$ cat src/sfp_pkg.sv
// Shared types, constants and byte-level helpers of the sensor frame packer.
// No dependencies; every design file of the block imports it, the checker does not.
`default_nettype none

package sfp_pkg;

    localparam int HEADER_LEN = 13;
    localparam int PREFIX_MAX = 16;
    localparam int NUM_DIGITS = 6;
    localparam int FRAME_FIXED = HEADER_LEN + 7 + 3;

    localparam logic [3:0] HDR_LAST = 4'(HEADER_LEN - 1);
    localparam logic [3:0] DIG_LAST = 4'(NUM_DIGITS - 1);

    localparam logic [7:0]  CRC8_POLY  = 8'h07;
    localparam logic [15:0] CRC16_POLY = 16'h1021;
    localparam logic [7:0]  CRC8_INIT  = 8'h00;
    localparam logic [15:0] CRC16_INIT = 16'hFFFF;
    localparam logic [7:0]  CHAR_MINUS = 8'h2D;

    localparam logic [2:0] REG_HEADER_TEMPLATE = 3'd0;
    localparam logic [2:0] REG_PREFIX_LENGTH   = 3'd1;
    localparam logic [2:0] REG_PREFIX_LOW      = 3'd2;
    localparam logic [2:0] REG_PREFIX_HIGH     = 3'd3;
    localparam logic [2:0] REG_FRAME_LIMIT     = 3'd4;

    localparam logic [7:0] FRAME_LIMIT_RESET = 8'd64;

    typedef enum logic [3:0] {
        ST_IDLE,
        ST_REJECT,
        ST_HEADER,
        ST_PREFIX,
        ST_SIGN,
        ST_DIGITS,
        ST_CRC8,
        ST_CRC16_HI,
        ST_CRC16_LO
    } state_t;

    typedef enum logic [2:0] {
        SEL_HEADER,
        SEL_PREFIX,
        SEL_SIGN,
        SEL_DIGIT,
        SEL_CRC8,
        SEL_CRC16_HI,
        SEL_CRC16_LO,
        SEL_REJECT
    } sel_t;

    typedef struct packed {
        logic       capture;
        logic       emit;
        sel_t       sel;
        logic [3:0] idx;
        logic       last;
    } cmd_t;

    typedef struct packed {
        logic       out_free;
        logic       oversize;
        logic       conv_done;
        logic       negative;
        logic       digit_zero;
        logic [4:0] plen;
    } status_t;

    function automatic logic [29:0] pow62(input logic [2:0] k);
        logic [29:0] p;
        unique case (k)
            3'd0:    p = 30'd916132832;
            3'd1:    p = 30'd14776336;
            3'd2:    p = 30'd238328;
            3'd3:    p = 30'd3844;
            3'd4:    p = 30'd62;
            default: p = 30'd1;
        endcase
        return p;
    endfunction

    function automatic logic [7:0] digit_char(input logic [5:0] d);
        logic [7:0] c;
        if (d < 6'd10) begin
            c = 8'h30 + {2'b00, d};
        end else if (d < 6'd36) begin
            c = 8'h57 + {2'b00, d};
        end else if (d < 6'd62) begin
            c = 8'h1D + {2'b00, d};
        end else begin
            c = 8'h5A;
        end
        return c;
    endfunction

    function automatic logic [7:0] crc8_update(input logic [7:0] c, input logic [7:0] b);
        logic [7:0] r;
        r = c ^ b;
        for (int k = 0; k < 8; k++) begin
            r = r[7] ? ((r << 1) ^ CRC8_POLY) : (r << 1);
        end
        return r;
    endfunction

    function automatic logic [15:0] crc16_update(input logic [15:0] c, input logic [7:0] b);
        logic [15:0] r;
        r = c ^ {b, 8'h00};
        for (int k = 0; k < 8; k++) begin
            r = r[15] ? ((r << 1) ^ CRC16_POLY) : (r << 1);
        end
        return r;
    endfunction

endpackage

`default_nettype wire

$ cat src/sensor_frame_packer.sv
// Top level of the sensor frame packer: sequencer plus datapath.
// Depends on sfp_pkg, sfp_ctrl, sfp_datapath (and sfp_conv below it).
//
//   channel  | direction | handshake            | payload
//   s_       | in        | s_tvalid / s_tready  | tdata: transaction_id, seconds, reading
//   m_       | out       | m_tvalid / m_tready  | tdata: out_byte, frame_total; tuser; tlast
//   cfg_     | in        | cfg_wr_en            | cfg_index, cfg_wdata
//
// One frame byte per cycle unless m_tready stalls or the sequencer waits; a frame
// is 17 to 39 bytes. A reading is accepted only between frames, so a new reading
// is not taken while a frame is in flight. A non-negative reading leaves an empty
// sign slot, each dropped leading zero digit costs an idle step, and the sequencer
// waits on the base-62 converter when the prefix is under 4 bytes.
// Reset is synchronous; no clearing pass. A stalled m_tready holds the sequencer.
`default_nettype none

module sensor_frame_packer (
    input  wire logic        aclk,
    input  wire logic        aresetn,
    input  wire logic        cfg_wr_en,
    input  wire logic [2:0]  cfg_index,
    input  wire logic [63:0] cfg_wdata,
    input  wire logic        s_tvalid,
    output logic             s_tready,
    input  wire logic [71:0] s_tdata,   // [7:0] transaction_id, [39:8] seconds, [71:40] reading
    output logic             m_tvalid,
    input  wire logic        m_tready,
    output logic [15:0]      m_tdata,   // [7:0] out_byte, [13:8] frame_total, [15:14] zero
    output logic             m_tlast,
    output logic [0:0]       m_tuser    // [0] rejected
);
    import sfp_pkg::*;

    cmd_t    cmd;
    status_t status;

    sfp_ctrl u_ctrl (
        .aclk     (aclk),
        .aresetn  (aresetn),
        .s_tvalid (s_tvalid),
        .s_tready (s_tready),
        .status   (status),
        .cmd      (cmd)
    );

    sfp_datapath u_dp (
        .aclk      (aclk),
        .aresetn   (aresetn),
        .cfg_wr_en (cfg_wr_en),
        .cfg_index (cfg_index),
        .cfg_wdata (cfg_wdata),
        .s_tdata   (s_tdata),
        .cmd       (cmd),
        .status    (status),
        .m_tvalid  (m_tvalid),
        .m_tready  (m_tready),
        .m_tdata   (m_tdata),
        .m_tlast   (m_tlast),
        .m_tuser   (m_tuser)
    );

endmodule

`default_nettype wire

$ cat src/sfp_conv.sv
// Base-62 converter: restoring radix-4 division by each power of 62, two
// quotient bits per cycle, six digits into a small register file. Uses sfp_pkg.
`default_nettype none

module sfp_conv (
    input  wire logic        aclk,
    input  wire logic        aresetn,
    input  wire logic        start,
    input  wire logic [31:0] start_mag,
    input  wire logic [2:0]  rd_idx,
    output logic             done,
    output logic [5:0]       rd_digit
);
    import sfp_pkg::*;

    logic        busy_reg, busy_next;
    logic        done_reg, done_next;
    logic [2:0]  k_reg, k_next;
    logic [1:0]  j_reg, j_next;
    logic [31:0] rem_reg, rem_next;
    logic [3:0]  q_reg, q_next;
    logic [5:0]  digit_reg [0:NUM_DIGITS-1];

    logic [37:0] m1, m2, m3, r_ext, sub;
    logic [1:0]  q;

    always_comb begin
        m1    = 38'(pow62(k_reg)) << {j_reg, 1'b0};
        m2    = m1 << 1;
        m3    = m1 + m2;
        r_ext = {6'd0, rem_reg};
        priority if (r_ext >= m3) begin
            q = 2'd3; sub = m3;
        end else if (r_ext >= m2) begin
            q = 2'd2; sub = m2;
        end else if (r_ext >= m1) begin
            q = 2'd1; sub = m1;
        end else begin
            q = 2'd0; sub = 38'd0;
        end
    end

    always_comb begin
        busy_next = busy_reg;
        done_next = done_reg;
        k_next    = k_reg;
        j_next    = j_reg;
        rem_next  = rem_reg;
        q_next    = q_reg;
        if (start) begin
            busy_next = 1'b1;
            done_next = 1'b0;
            k_next    = 3'd0;
            j_next    = 2'd2;
            rem_next  = start_mag;
        end else if (busy_reg) begin
            rem_next = 32'(r_ext - sub);
            q_next   = {q_reg[1:0], q};
            if (j_reg == 2'd0) begin
                j_next = 2'd2;
                if (k_reg == 3'(NUM_DIGITS - 1)) begin
                    busy_next = 1'b0;
                    done_next = 1'b1;
                end else begin
                    k_next = k_reg + 3'd1;
                end
            end else begin
                j_next = j_reg - 2'd1;
            end
        end
    end

    always_ff @(posedge aclk) begin
        if (!aresetn) begin
            busy_reg <= 1'b0;
            done_reg <= 1'b0;
            k_reg    <= 3'd0;
            j_reg    <= 2'd2;
        end else begin
            busy_reg <= busy_next;
            done_reg <= done_next;
            k_reg    <= k_next;
            j_reg    <= j_next;
        end
    end

    always_ff @(posedge aclk) begin
        rem_reg <= rem_next;
        q_reg   <= q_next;
        if (busy_reg && !start && j_reg == 2'd0) begin
            digit_reg[k_reg] <= {q_reg, q};
        end
    end

    assign done     = done_reg;
    assign rd_digit = digit_reg[rd_idx];

endmodule

`default_nettype wire

$ cat src/sfp_ctrl.sv
// Frame sequencer: walks header, prefix, sign, digits and trailer phases and
// issues one byte command per output transfer. Uses sfp_pkg command/status types.
`default_nettype none

module sfp_ctrl (
    input  wire logic             aclk,
    input  wire logic             aresetn,
    input  wire logic             s_tvalid,
    output logic                  s_tready,
    input  wire sfp_pkg::status_t status,
    output sfp_pkg::cmd_t         cmd
);
    import sfp_pkg::*;

    state_t     state_reg, state_next;
    logic [3:0] idx_reg, idx_next;
    logic       started_reg, started_next;
    logic       skip;

    // leading zero digits are dropped, the units digit never
    assign skip = status.digit_zero && !started_reg && (idx_reg != DIG_LAST);

    always_comb begin
        state_next   = state_reg;
        idx_next     = idx_reg;
        started_next = started_reg;
        unique case (state_reg)
            ST_IDLE: begin
                if (s_tvalid) begin
                    state_next   = status.oversize ? ST_REJECT : ST_HEADER;
                    idx_next     = 4'd0;
                    started_next = 1'b0;
                end
            end
            ST_REJECT: begin
                if (status.out_free) state_next = ST_IDLE;
            end
            ST_HEADER: begin
                if (status.out_free) begin
                    if (idx_reg == HDR_LAST) begin
                        idx_next   = 4'd0;
                        state_next = (status.plen == 5'd0) ? ST_SIGN : ST_PREFIX;
                    end else begin
                        idx_next = idx_reg + 4'd1;
                    end
                end
            end
            ST_PREFIX: begin
                if (status.out_free) begin
                    if (({1'b0, idx_reg} + 5'd1) == status.plen) begin
                        idx_next   = 4'd0;
                        state_next = ST_SIGN;
                    end else begin
                        idx_next = idx_reg + 4'd1;
                    end
                end
            end
            ST_SIGN: begin
                if (!status.negative || status.out_free) state_next = ST_DIGITS;
            end
            ST_DIGITS: begin
                if (status.conv_done) begin
                    if (skip) begin
                        idx_next = idx_reg + 4'd1;
                    end else if (status.out_free) begin
                        started_next = 1'b1;
                        if (idx_reg == DIG_LAST) begin
                            state_next = ST_CRC8;
                        end else begin
                            idx_next = idx_reg + 4'd1;
                        end
                    end
                end
            end
            ST_CRC8: begin
                if (status.out_free) state_next = ST_CRC16_HI;
            end
            ST_CRC16_HI: begin
                if (status.out_free) state_next = ST_CRC16_LO;
            end
            ST_CRC16_LO: begin
                if (status.out_free) state_next = ST_IDLE;
            end
            default: state_next = ST_IDLE;
        endcase
    end

    always_comb begin
        cmd         = '0;
        cmd.sel     = SEL_HEADER;
        cmd.idx     = idx_reg;
        s_tready    = 1'b0;
        unique case (state_reg)
            ST_IDLE: begin
                s_tready    = 1'b1;
                cmd.capture = s_tvalid;
            end
            ST_REJECT: begin
                cmd.emit = status.out_free;
                cmd.sel  = SEL_REJECT;
                cmd.last = 1'b1;
            end
            ST_HEADER: begin
                cmd.emit = status.out_free;
                cmd.sel  = SEL_HEADER;
            end
            ST_PREFIX: begin
                cmd.emit = status.out_free;
                cmd.sel  = SEL_PREFIX;
            end
            ST_SIGN: begin
                cmd.emit = status.out_free && status.negative;
                cmd.sel  = SEL_SIGN;
            end
            ST_DIGITS: begin
                cmd.emit = status.out_free && status.conv_done && !skip;
                cmd.sel  = SEL_DIGIT;
            end
            ST_CRC8: begin
                cmd.emit = status.out_free;
                cmd.sel  = SEL_CRC8;
            end
            ST_CRC16_HI: begin
                cmd.emit = status.out_free;
                cmd.sel  = SEL_CRC16_HI;
            end
            ST_CRC16_LO: begin
                cmd.emit = status.out_free;
                cmd.sel  = SEL_CRC16_LO;
                cmd.last = 1'b1;
            end
            default: begin
                cmd.emit = 1'b0;
            end
        endcase
    end

    always_ff @(posedge aclk) begin
        if (!aresetn) begin
            state_reg   <= ST_IDLE;
            idx_reg     <= 4'd0;
            started_reg <= 1'b0;
        end else begin
            state_reg   <= state_next;
            idx_reg     <= idx_next;
            started_reg <= started_next;
        end
    end

endmodule

`default_nettype wire

$ cat src/sfp_datapath.sv
// Datapath: configuration registers, captured reading, CRC accumulators,
// byte selection and output register. Uses sfp_pkg and sfp_conv.
`default_nettype none

module sfp_datapath (
    input  wire logic          aclk,
    input  wire logic          aresetn,
    input  wire logic          cfg_wr_en,
    input  wire logic [2:0]    cfg_index,
    input  wire logic [63:0]   cfg_wdata,
    input  wire logic [71:0]   s_tdata,
    input  wire sfp_pkg::cmd_t cmd,
    output sfp_pkg::status_t   status,
    output logic               m_tvalid,
    input  wire logic          m_tready,
    output logic [15:0]        m_tdata,
    output logic               m_tlast,
    output logic [0:0]         m_tuser
);
    import sfp_pkg::*;

    logic [47:0]  header_template_reg;
    logic [4:0]   prefix_length_reg;
    logic [63:0]  prefix_low_reg;
    logic [63:0]  prefix_high_reg;
    logic [7:0]   frame_limit_reg;

    logic [7:0]   tid_reg;
    logic [31:0]  secs_reg;
    logic         neg_reg;
    logic [7:0]   crc8_reg, crc8_next;
    logic [15:0]  crc16_reg, crc16_next;
    logic [5:0]   count_reg, count_next;

    logic         m_tvalid_reg, m_tvalid_next;
    logic [15:0]  m_tdata_reg, m_tdata_next;
    logic         m_tlast_reg, m_tlast_next;
    logic         m_tuser_reg, m_tuser_next;

    logic [31:0]  reading;
    logic [31:0]  mag;
    logic [4:0]   plen;
    logic [127:0] prefix_cat;
    logic [7:0]   hdr_byte;
    logic [7:0]   out_byte;
    logic [5:0]   digit;
    logic         conv_done;
    logic         out_free;

    assign reading    = s_tdata[71:40];
    assign mag        = reading[31] ? (32'd0 - reading) : reading;
    assign plen       = (prefix_length_reg > 5'(PREFIX_MAX)) ? 5'(PREFIX_MAX) : prefix_length_reg;
    assign prefix_cat = {prefix_high_reg, prefix_low_reg};
    assign out_free   = !m_tvalid_reg || m_tready;

    sfp_conv u_conv (
        .aclk      (aclk),
        .aresetn   (aresetn),
        .start     (cmd.capture),
        .start_mag (mag),
        .rd_idx    (cmd.idx[2:0]),
        .done      (conv_done),
        .rd_digit  (digit)
    );

    always_comb begin
        status.out_free   = out_free;
        status.oversize   = ({4'd0, plen} + 9'(FRAME_FIXED)) > {1'b0, frame_limit_reg};
        status.conv_done  = conv_done;
        status.negative   = neg_reg;
        status.digit_zero = (digit == 6'd0);
        status.plen       = plen;
    end

    always_comb begin
        unique case (cmd.idx)
            4'd0:    hdr_byte = header_template_reg[47:40];
            4'd1:    hdr_byte = header_template_reg[39:32];
            4'd2:    hdr_byte = header_template_reg[31:24];
            4'd3:    hdr_byte = header_template_reg[23:16];
            4'd4:    hdr_byte = header_template_reg[15:8];
            4'd5:    hdr_byte = header_template_reg[7:0];
            4'd6:    hdr_byte = tid_reg;
            4'd9:    hdr_byte = secs_reg[31:24];
            4'd10:   hdr_byte = secs_reg[23:16];
            4'd11:   hdr_byte = secs_reg[15:8];
            4'd12:   hdr_byte = secs_reg[7:0];
            default: hdr_byte = 8'h00;
        endcase
    end

    always_comb begin
        crc8_next  = crc8_reg;
        crc16_next = crc16_reg;
        count_next = count_reg;
        unique case (cmd.sel)
            SEL_HEADER:   out_byte = hdr_byte;
            SEL_PREFIX:   out_byte = prefix_cat[{cmd.idx, 3'b000} +: 8];
            SEL_SIGN:     out_byte = CHAR_MINUS;
            SEL_DIGIT:    out_byte = digit_char(digit);
            SEL_CRC8:     out_byte = crc8_reg;
            SEL_CRC16_HI: out_byte = crc16_reg[15:8];
            SEL_CRC16_LO: out_byte = crc16_reg[7:0];
            SEL_REJECT:   out_byte = 8'h00;
            default:      out_byte = 8'h00;
        endcase
        if (cmd.capture) begin
            crc8_next  = CRC8_INIT;
            crc16_next = CRC16_INIT;
            count_next = 6'd0;
        end else if (cmd.emit) begin
            count_next = count_reg + 6'd1;
            if (cmd.sel == SEL_PREFIX || cmd.sel == SEL_SIGN || cmd.sel == SEL_DIGIT) begin
                crc8_next = crc8_update(crc8_reg, out_byte);
            end
            if (cmd.sel != SEL_CRC16_HI && cmd.sel != SEL_CRC16_LO
                && cmd.sel != SEL_REJECT) begin
                crc16_next = crc16_update(crc16_reg, out_byte);
            end
        end
    end

    always_comb begin
        m_tvalid_next = m_tvalid_reg;
        m_tdata_next  = m_tdata_reg;
        m_tlast_next  = m_tlast_reg;
        m_tuser_next  = m_tuser_reg;
        if (cmd.emit) begin
            m_tvalid_next = 1'b1;
            m_tlast_next  = cmd.last;
            m_tuser_next  = (cmd.sel == SEL_REJECT);
            if (cmd.last && cmd.sel != SEL_REJECT) begin
                m_tdata_next = {2'b00, count_reg + 6'd1, out_byte};
            end else begin
                m_tdata_next = {8'h00, out_byte};
            end
        end else if (m_tready) begin
            m_tvalid_next = 1'b0;
        end
    end

    always_ff @(posedge aclk) begin
        if (!aresetn) begin
            header_template_reg <= 48'd0;
            prefix_length_reg   <= 5'd0;
            prefix_low_reg      <= 64'd0;
            prefix_high_reg     <= 64'd0;
            frame_limit_reg     <= FRAME_LIMIT_RESET;
            m_tvalid_reg        <= 1'b0;
        end else begin
            m_tvalid_reg <= m_tvalid_next;
            if (cfg_wr_en) begin
                unique case (cfg_index)
                    REG_HEADER_TEMPLATE: header_template_reg <= cfg_wdata[47:0];
                    REG_PREFIX_LENGTH:   prefix_length_reg   <= cfg_wdata[4:0];
                    REG_PREFIX_LOW:      prefix_low_reg      <= cfg_wdata;
                    REG_PREFIX_HIGH:     prefix_high_reg     <= cfg_wdata;
                    REG_FRAME_LIMIT:     frame_limit_reg     <= cfg_wdata[7:0];
                    default: ;
                endcase
            end
        end
    end

    always_ff @(posedge aclk) begin
        if (cmd.capture) begin
            tid_reg  <= s_tdata[7:0];
            secs_reg <= s_tdata[39:8];
            neg_reg  <= reading[31];
        end
        crc8_reg    <= crc8_next;
        crc16_reg   <= crc16_next;
        count_reg   <= count_next;
        m_tdata_reg <= m_tdata_next;
        m_tlast_reg <= m_tlast_next;
        m_tuser_reg <= m_tuser_next;
    end

    assign m_tvalid   = m_tvalid_reg;
    assign m_tdata    = m_tdata_reg;
    assign m_tlast    = m_tlast_reg;
    assign m_tuser[0] = m_tuser_reg;

endmodule

`default_nettype wire

$ cat config.mk
export PLATFORM = sky130hd
export DESIGN_NAME = sensor_frame_packer
export DESIGN_NICKNAME = d
export VERILOG_FILES = /design/src/sfp_pkg.sv /design/src/sensor_frame_packer.sv /design/src/sfp_conv.sv /design/src/sfp_ctrl.sv /design/src/sfp_datapath.sv
export SDC_FILE = /design/constraint.sdc
export NUM_CORES = 1
export LEC_CHECK = 0
export ABC_CLOCK_PERIOD_IN_PS = 9400
export BUFFER_PORTS_ARGS = -buffer_cell sky130_fd_sc_hd__buf_2
export CORE_AREA = 2 2 192 269
export DETAILED_ROUTE_END_ITERATION = 6
export DIE_AREA = 0 0 194 271
export HOLD_SLACK_MARGIN = 0.03
export PLACE_DENSITY = 0.69
export RECOVER_POWER = 25
export SLEW_MARGIN = 20
export SYNTH_ARGS = -nofsm -noshare
export SYNTH_HDL_FRONTEND = slang
export SYNTH_SLANG_ARGS = --single-unit
$ cat constraint.sdc
create_clock -name aclk -period 9.4 [get_ports aclk]
set_input_delay 0.94 -clock aclk [delete_from_list [all_inputs] [get_ports aclk]]
set_output_delay 0.94 -clock aclk [all_outputs]
set_load 0.02 [all_outputs]
# == After elaboration in Yosys (flattened, before gate mapping) ==
# Memories as Yosys holds them, arrays and structs flattened. A register that Yosys moved wholly into a read port is not among the register bits.
# Cells that the tools add are included.
# Widths: inputs -> output; s select.
# word_totals
regBits,331
latchBits,0
mem_bits_rw,36
mem_bits_ro,0
input_bits,144
output_inout_bits,20
elab_cells,249
n_memories,1
# memory_table
memory,depth,width,rd,rd_ports_with_merged_regs,wr,line_no,rtl
u_dp.u_conv.digit_reg,6,6,1,1,1,sfp_conv.sv:22,logic [5:0] digit_reg [0:NUM_DIGITS-1];
# op_classes
n_addsub,12
multipliers,0
div_mod_pow,0
n_lt_le_gt_ge,8
n_eq_ne,54
n_shift,2
muxes,79
bitwise,21
n_reduce_logical,47
# ops
operator,n
$mux 32,6
$pmux 30 s5,1
$shiftx 128x8->8,1
$ge 32x38->1,3
$mux 13,8
$mux 4,22
$pmux 8 s11,1
$pmux 8 s8,1
$not 3->3,16
$add 38x38->38,1
$shl 30x3->38,1
$mux 3,11
$pmux 4 s8,1
$sub 1x32->32 const A,1
$sub 32x32->32,1
$eq 4x3->1 const B,7
$mux 8,3
$ne 2x1->1 const B,11
$eq 3x3->1 const B,7
$pmux 3 s7,1
$eq 4x4->1 const B,5
$eq 3x2->1 const B,6
$eq 4x2->1 const B,4
$mux 1,16
46 further kinds,88

# == Longest topological paths before layout ==
# Gate-level depths: netlist (run 1).
# depth
word_depth,22
mapped_depth,51
ltp_nobuf,47

# == Modules after synthesis ==
# A second synthesis (run 1) with hierarchy kept.
# hier_totals
cells_unflattened,2893
area_unflattened_um2,25050.3
# modules_own_cells
module,n_inst,cells_per_inst,area_each_um2,seq_area_each_um2
sfp_datapath,1,1549,14083.5,6115.9
sfp_conv,1,1213,9935.8,2302.2
sfp_ctrl,1,131,1031.0,180.2

# == Least setup slack after synthesis (run 1) ==
# OpenSTA, ideal clock, no wires.
# synth_timing
path_kind,flip-flop to flip-flop
startpoint,reg u_dp.u_conv.k_reg[1]
endpoint,"reg u_dp.u_conv.rem_reg[31], data pin"
setup_time_ns,0.275
arrival_ns,9.107
required_time_ns,9.125
setup_slack_ns,0.018
stages_incl_launch_ff,49
n_path_buf,5
period_less_slack_ns,9.382
path_cell_list,dfxtp_1 clkbuf_1 inv_1 ha_1 clkbuf_1 nand2b_1 a21oi_1 a221oi_1 mux2_2 inv_1 ha_1 a21o_1 or3_1 o21ai_0 a31o_2 o21a_1 o21ai_0 a21o_1 (+13 left out) clkbuf_1 nand2_1 clkbuf_1 clkbuf_1 o21ai_0 ha_1 nor2b_1 o31ai_1 a21boi_0 a31o_2 a41oi_1 a211oi_1 a211oi_1 o21bai_1 a21oi_1 xor2_1 o31a_1 o221ai_1
# synth_via
elab_chain_len,10
word_cells_on_any_way,17
classes_between,2 x add/sub; 3 x order compare; 4 x eq/ne; 1 x shift; 6 x mux; 1 x reduce/logical
# synth_lines
item,line_no,rtl
"start, declared",sfp_conv.sv:18,"logic [2:0] k_reg, k_next;"
"start signal, assigned",sfp_conv.sv:82,k_reg <= k_next;
"$eq 3x3->1, or another cell as far along",sfp_pkg.sv:71,unique case (k)
$pmux 30 s5 *,sfp_pkg.sv:71,
$shl 30x3->38 *,sfp_conv.sv:28,"m1 = 38'(pow62(k_reg)) << {j_reg, 1'b0};"
branches (longest 3 deep; another with $add 38x38->38),--,
$mux 32 *,sfp_conv.sv:32,priority if (r_ext >= m3) begin
$sub 32x32->32 *,sfp_conv.sv:57,rem_next = 32'(r_ext - sub);
$mux 32 *,sfp_conv.sv:56,end else if (busy_reg) begin
$mux 32 *,sfp_conv.sv:50,if (start) begin
named net u_dp.u_conv.rem_next[31],sfp_conv.sv:20,"logic [31:0] rem_reg, rem_next;"
"end signal, assigned",sfp_conv.sv:88,rem_reg <= rem_next;
"end, declared",sfp_conv.sv:20,
# Mark *: on every way through the listed nets, which the timed path passes. The select of a mux whose other input is x is not followed.
# A chain may end at the register's enable or synchronous reset.

# == Final worst setup path (run 1) ==
# layout_timing
startpoint,reg u_dp.u_conv.k_reg[1]
endpoint,"reg u_dp.u_conv.rem_reg[28], data pin"
# The elaborated chain is that of the path after synthesis.

==> results_dict.tcl, run 1 <==
set metrics [dict create \
    pre_cts_ws_ns -0.121 \
    tightest_slew_ns 2.19 \
    grt_antenna_before_repair 8 \
    syn_area_per_cell_sq_um 8.62 \
    yosys_warnings 0 \
    worstSetupEndpointType "register" \
    grt-ovfl-total 0 \
    finalHoldViolCount 0 \
    wl_per_cell_um 21.4 \
    power_density_nw_per_um2 319 \
    grt_max_degree 129 \
    dp.cells 3605 \
    vias 22500 \
    synthFlopType "dfxtp_1" \
    cts.sinks 368 \
    routed_wl_um 79000 \
    synth_seq_cells 368 \
    num-nets-final 3345 \
    yosysSeqAreaShare_pct 34.9 \
    path_class "reg2reg" \
    drt_pass1_iterations 6 \
    fin_crit_ns 8.96 \
    finalNonFillerCells 3684 \
    final_max_slew_viol_count 82 \
    fmax_mhz 112 \
    async_reset_ff_share_pct 0 \
    place_hpwl_um 59600 \
    drive_gt1_share_pct 13.8 \
    drt_iter0_markers 1516 \
    cp.required_ns 9.69 \
    cts_max_level 2 \
    synth_edf_count 129 \
    fin_crit_sh_pct 95.4 \
    cts_tree "yes" \
    dieArea_sq_um 52600 \
    track_usage_pct 29.3 \
    cpPeakStageDelay_ns 0.42 \
    dieHeight_um 271 \
    arrival_ns 9.25 \
    ctsRootBufferMaster "clkbuf_16" \
    rows 97 \
    initial_core_util_pct 49.6 \
    hold_path_class "reg2reg" \
    grt_pass1_vias 22100 \
    routed_via_density 6.10 \
    synth_common_cells "nand2_1 (532), dfxtp_1 (239), a21boi_0 (193), ha_1 (191), nor2_1 (171)" \
    area_growth_pct 12.5 \
    cts_made_buffers 38 \
    cellLeakagePower_nw 10.5 \
    setup_viol 0 \
    io_pins 164 \
    synth_top_area_share_pct 19.3 \
    slowest_stage "a2111o_1" \
    insertion_delay_ns 0.57 \
    postLayoutSetupSlackWorst_ns 0.437 \
    max_cap_violations 2 \
    ctsHoldBuffers 0 \
    core_sq_um 50000 \
    violations "max-capacitance violations, max-slew violations" \
    status "finished with violations" \
    synth_area_leaders "dfxtp_1 (19%), edfxtp_1 (16%), ha_1 (9.6%)" \
    ant_nets 0 \
    ir_worst_vdd_mv 0.215 \
    critPathMaxFanout 15 \
    io_buffers 161 \
    grt_pass1_wl_um 122000 \
    max-clock-path-buffers 3 \
    critPathLaunchType "register" \
    finalWeightedCongestion 0.952 \
    synth.most_common_cell "nand2_1" \
    final.setup.tns_ns 0 \
    fin_skew_ns 0.0193 \
    maxSlewHeadroom_pct -46.1 \
    final_util_pct 55.8 \
    crit_top_cell "a21o_1" \
    die_width_um 194 \
    drc 0 \
    syn_area_sq_um 24800 \
    ys_types 89 \
    syn_inst 2879 \
    synth_area_leader_cell "dfxtp_1" \
    cts.clk_slew.worst_paths_ns 0.07 \
]
## where the power goes
group	total [W]	internal (W)	switching, W	leakage, nW
Sequential	0.00226	0.00201	0.000249	3.16
Combinational	0.00509	0.00203	0.00306	6.67
Clock	0.00155	0.000888	0.000666	0.617
## per-stage QoR
stage          hold WS, ns  area [sq um]  power [W]
3_5_place_dp         0.458         26400    0.00715
6_report             0.459         27900    0.00891
2_1_floorplan        0.433         24800    0.00571
5_1_grt              0.484         27900    0.00956
4_1_cts              0.466         27700    0.00875
3_3_place_gp         0.449         26400    0.00706
## routing by layer
layer,vias up,wire (um),track usage (%),part of all wire (%)
met2,732,40000,52.8,51
met5,-,67,0,0.085
met4,10,5610,18.5,7.1
li1,10700,-,-,-
met1,10800,29200,32.3,37
met3,254,4050,4.05,5.1
## placed cells by master (no fill, tap or decap), drive strengths merged, types with 61 or more instances in the layout
| cell type | instances |
|---|---|
| nor2 | 171 |
| a21boi | 193 |
| buf | 243 |
| ha | 191 |
| xor2 | 61 |
| nand3 | 72 |
| inv | 103 |
| clkbuf | 64 |
| a21oi | 162 |
| xnor2 | 84 |
| o21ai | 139 |
| edfxtp | 129 |
| nand2 | 532 |
| dfxtp | 239 |
## critical path, delay by kind of cell, from the launching register on
kind,cells,cell delay [ns]
muxes,1,0.29
and+or+nand+nor,8,1.22
xor gates and xnor gates,2,0.35
DFF,1,0.32
buffers and inverters,6,0.81
adders and majority gates,4,1.09
AOI/OAI and AO/OA,26,4.60
## worst paths after layout
kind / depth (start not counted) / slack, ns / to / from
setup reg to reg: 47 / 0.44 / u_dp.u_conv.rem_reg[28] / u_dp.u_conv.k_reg[1]
hold / removal: 2 / 0.46 / u_dp.header_template_reg[11] / u_dp.header_template_reg[11]
setup / recovery: 47 / 0.44 / u_dp.u_conv.rem_reg[28] / u_dp.u_conv.k_reg[1]
hold reg to reg: 2 / 0.46 / u_dp.header_template_reg[11] / u_dp.header_template_reg[11]
## kinds of logic (layout without fill, tap and decap cells)
| kind of cell | after synthesis | count (layout) | share of synthesized area (%) |
|---|---|---|---|
| other | 1 | 6 | 0.0151 |
| and+or+nand+nor | 1012 | 1012 | 18.2 |
| xor gates and xnor gates | 146 | 146 | 5.30 |
| buffers and inverters | 268 | 425 | 4.25 |
| AOI/OAI and AO/OA | 792 | 792 | 21.5 |
| adders and majority gates | 193 | 193 | 9.80 |
| muxes | 99 | 99 | 6.06 |
| DFF | 368 | 368 | 34.9 |
## repair_timing
action	4_1_cts	5_1_grt
cloned	0	0
setup buffers	0	6
endpoints found under the setup margin	1	18
gates resized for setup	3	40
pin swaps	0	5
## layout make-up
class | instances | area [sq um]
Multi-Input combinational cell | 2244 | 15300
Timing Repair Buffer | 254 | 1500
Sequential cell | 368 | 8660
Antenna cell | 4 | 10.0
Clock buffer | 53 | 1070
Fill cell | 4659 | 22100
Tap cell | 643 | 805
Inverter | 102 | 387
Clock inverter | 16 | 193
Note: power is estimated with default switching activity, not from simulation.
==> run 2, diff against run 1 <==
--- a/config.mk
+++ b/config.mk
@@ -11,6 +11,7 @@
 export DETAILED_ROUTE_END_ITERATION = 6
 export DIE_AREA = 0 0 194 271
 export HOLD_SLACK_MARGIN = 0.03
+export MAX_ROUTING_LAYER = met4
 export PLACE_DENSITY = 0.69
 export RECOVER_POWER = 25
 export SLEW_MARGIN = 20
==> run 2 against run 1 <==
Clock skew rose by 0.0073 ns. The run still ends with max-capacitance violations, max-slew violations left. Sequential share of layout area rose by 0.052 points. Critical path depth rose by 1. Cell count barely moved. Critical endpoint unchanged. Combinational power fell by 1%. Non-clock buffer count fell by 4. Die area did not move. Flip-flop and latch count did not move.
==> results_dict.tcl, run 2 (synthesis gave the netlist of run 1 again) <==
set metrics [dict create \
    grt_pass1_vias 22100 \
    place_area_sq_um 26400 \
    ctsHoldBuffers 0 \
    power_density_nw_per_um2 320 \
    final_area_sq_um 27900 \
    setup_viol 0 \
    track_usage_pct 30.7 \
    path_class "reg2reg" \
    ant_nets 0 \
    cts.clk_slew.worst_paths_ns 0.06 \
    crit_top_cell "a21o_1" \
    wl_per_cell_um 21.8 \
    cts_tree "yes" \
    power.switching_w 0.00398 \
    fin_crit_sh_pct 95.9 \
    cts_made_buffers 38 \
    finalWeightedCongestion 0.996 \
    final_common_cell "nand2_1" \
    grt_antenna_before_repair 9 \
    ir_worst_vdd_mv 0.242 \
    critPathLaunchType "register" \
    combPwrFrac_pct 56.6 \
    grt_setup_unrepaired "true" \
    ctsRootBufferMaster "clkbuf_16" \
    slowest_stage "a2111o_1" \
    finalHoldViolCount 0 \
    io_pins 164 \
    hold_path_class "reg2reg" \
    cts_max_level 2 \
    fmax_mhz 111 \
    area_growth_pct 12.3 \
    drc 0 \
    finalNonFillerCells 3686 \
    use_met1_pct 32.8 \
    grt_max_degree 129 \
    final.setup.tns_ns 0 \
    cp.required_ns 9.70 \
    holdWs_ns 0.463 \
    switching_share_pct 44.7 \
    cellLeakagePower_nw 10.4 \
    final_max_slew_viol_count 98 \
    place_hpwl_um 60600 \
    dp.cells 3603 \
    cts.sinks 368 \
    status "finished with violations" \
    critPathMaxFanout 16 \
    drt_pass1_iterations 6 \
    fin_crit_ns 9.02 \
    gr-usage-met2_pct 53.5 \
    power.total_w 0.00891 \
    tightest_slew_ns 3.08 \
    dieHeight_um 271 \
    initial_core_util_pct 49.6 \
    fin_skew_ns 0.0266 \
    fillCellCount 4602 \
    grt-ovfl-total 0 \
    use_met3_pct 4.51 \
    routed_wl_um 80500 \
    die_width_um 194 \
    rows 97 \
    grt_pass1_wl_um 124000 \
    cpPeakStageDelay_ns 0.41 \
    core_sq_um 50000 \
    drive_gt1_share_pct 12.9 \
    max-clock-path-buffers 3 \
    drt_iter0_markers 1786 \
    arrival_ns 9.32 \
    routed_via_density 6.11 \
    dieArea_sq_um 52600 \
    maxSlewHeadroom_pct -105 \
    io_buffers 161 \
    final_cell_mix "nand2_1 (530), dfxtp_1 (237), a21boi_0 (193)" \
    busiest_layer "met2" \
    p_clk_share_pct 17.9 \
    pwr-share-seq_pct 25.5 \
    max_cap_violations 2 \
    worstSetupEndpointType "register" \
    rrSetupSlack_ns 0.38 \
    violations "max-capacitance violations, max-slew violations" \
    insertion_delay_ns 0.59 \
    num-nets-final 3341 \
    vias 22500 \
    internal_power_w 0.00493 \
]
run 2: cell types whose count changed in the layout (fill, tap and decap cells not counted), sizes merged:
cell      delta
buf         -22
clkbuf      +18
diode        +6
inv          -4
bufinv       +2
clkinv       +1
clkinvlp     +1
run 2: path summary, 6_finish.rpt:
| kind | start | end | cells past startpoint |
|---|---|---|---|
| worst max-delay path | u_dp.u_conv.k_reg[1] | u_dp.u_conv.rem_reg[28] | 48 |
| worst min-delay path | u_dp.prefix_low_reg[61] | u_dp.prefix_low_reg[61] | 2 |
| worst max register to register | u_dp.u_conv.k_reg[1] | u_dp.u_conv.rem_reg[28] | 48 |
| worst min register to register | u_dp.prefix_low_reg[61] | u_dp.prefix_low_reg[61] | 2 |
run 2: what timing repair did:
action | in CTS | in global routing
resized for setup | 3 | 30
setup buffers | 0 | 4
pin swaps | 0 | 5
endpoints found under the setup margin | 2 | 19
run 2: final cells by class:
class	instances	area [sq um]	share of cell area [%]
Antenna cell	10	25.0	0.0898
Clock buffer	53	1030	3.70
Clock inverter	16	259	0.929
Inverter	102	385	1.38
Multi-Input combinational cell	2244	15300	54.7
Sequential cell	368	8660	31.1
Tap cell	643	805	2.89
Timing Repair Buffer	250	1450	5.19
run 2: power groups by stage:
stage	combinational [W]	clock (W)	sequential, W
2_1_floorplan	0.00348	0	0.00223
3_3_place_gp	0.00477	0	0.00230
3_5_place_dp	0.00486	0	0.00230
4_1_cts	0.00491	0.00162	0.00227
5_1_grt	0.00556	0.00167	0.00230
6_report	0.00504	0.00159	0.00227
run 2: through the flow:
| stage | util (%) | setup slack, ns |
|---|---|---|
| 3_5_place_dp | 52.8 | -0.115 |
| 4_1_cts | 55.5 | 0.0470 |
| 3_3_place_gp | 52.8 | 0.187 |
| 6_report | 55.7 | 0.384 |
| 2_1_floorplan | - | 0.0183 |
| 5_1_grt | 55.7 | -0.0752 |
run 2: critical path, delay by kind of cell (launching register included):
family	cells	cell delay, ns
compound gates	25	4.26
simple gates	10	1.62
fa+ha+maj	5	1.39
buf+inv	6	0.73
xor+xnor	2	0.37
flops	1	0.33
run 2: metal layers:
| layer | vias up | wire, um |
|---|---|---|
| li1 | 10700 | - |
| met1 | 10800 | 30100 |
| met2 | 781 | 40300 |
| met3 | 263 | 4240 |
| met4 | 0 | 5910 |
| met5 | - | 0 |
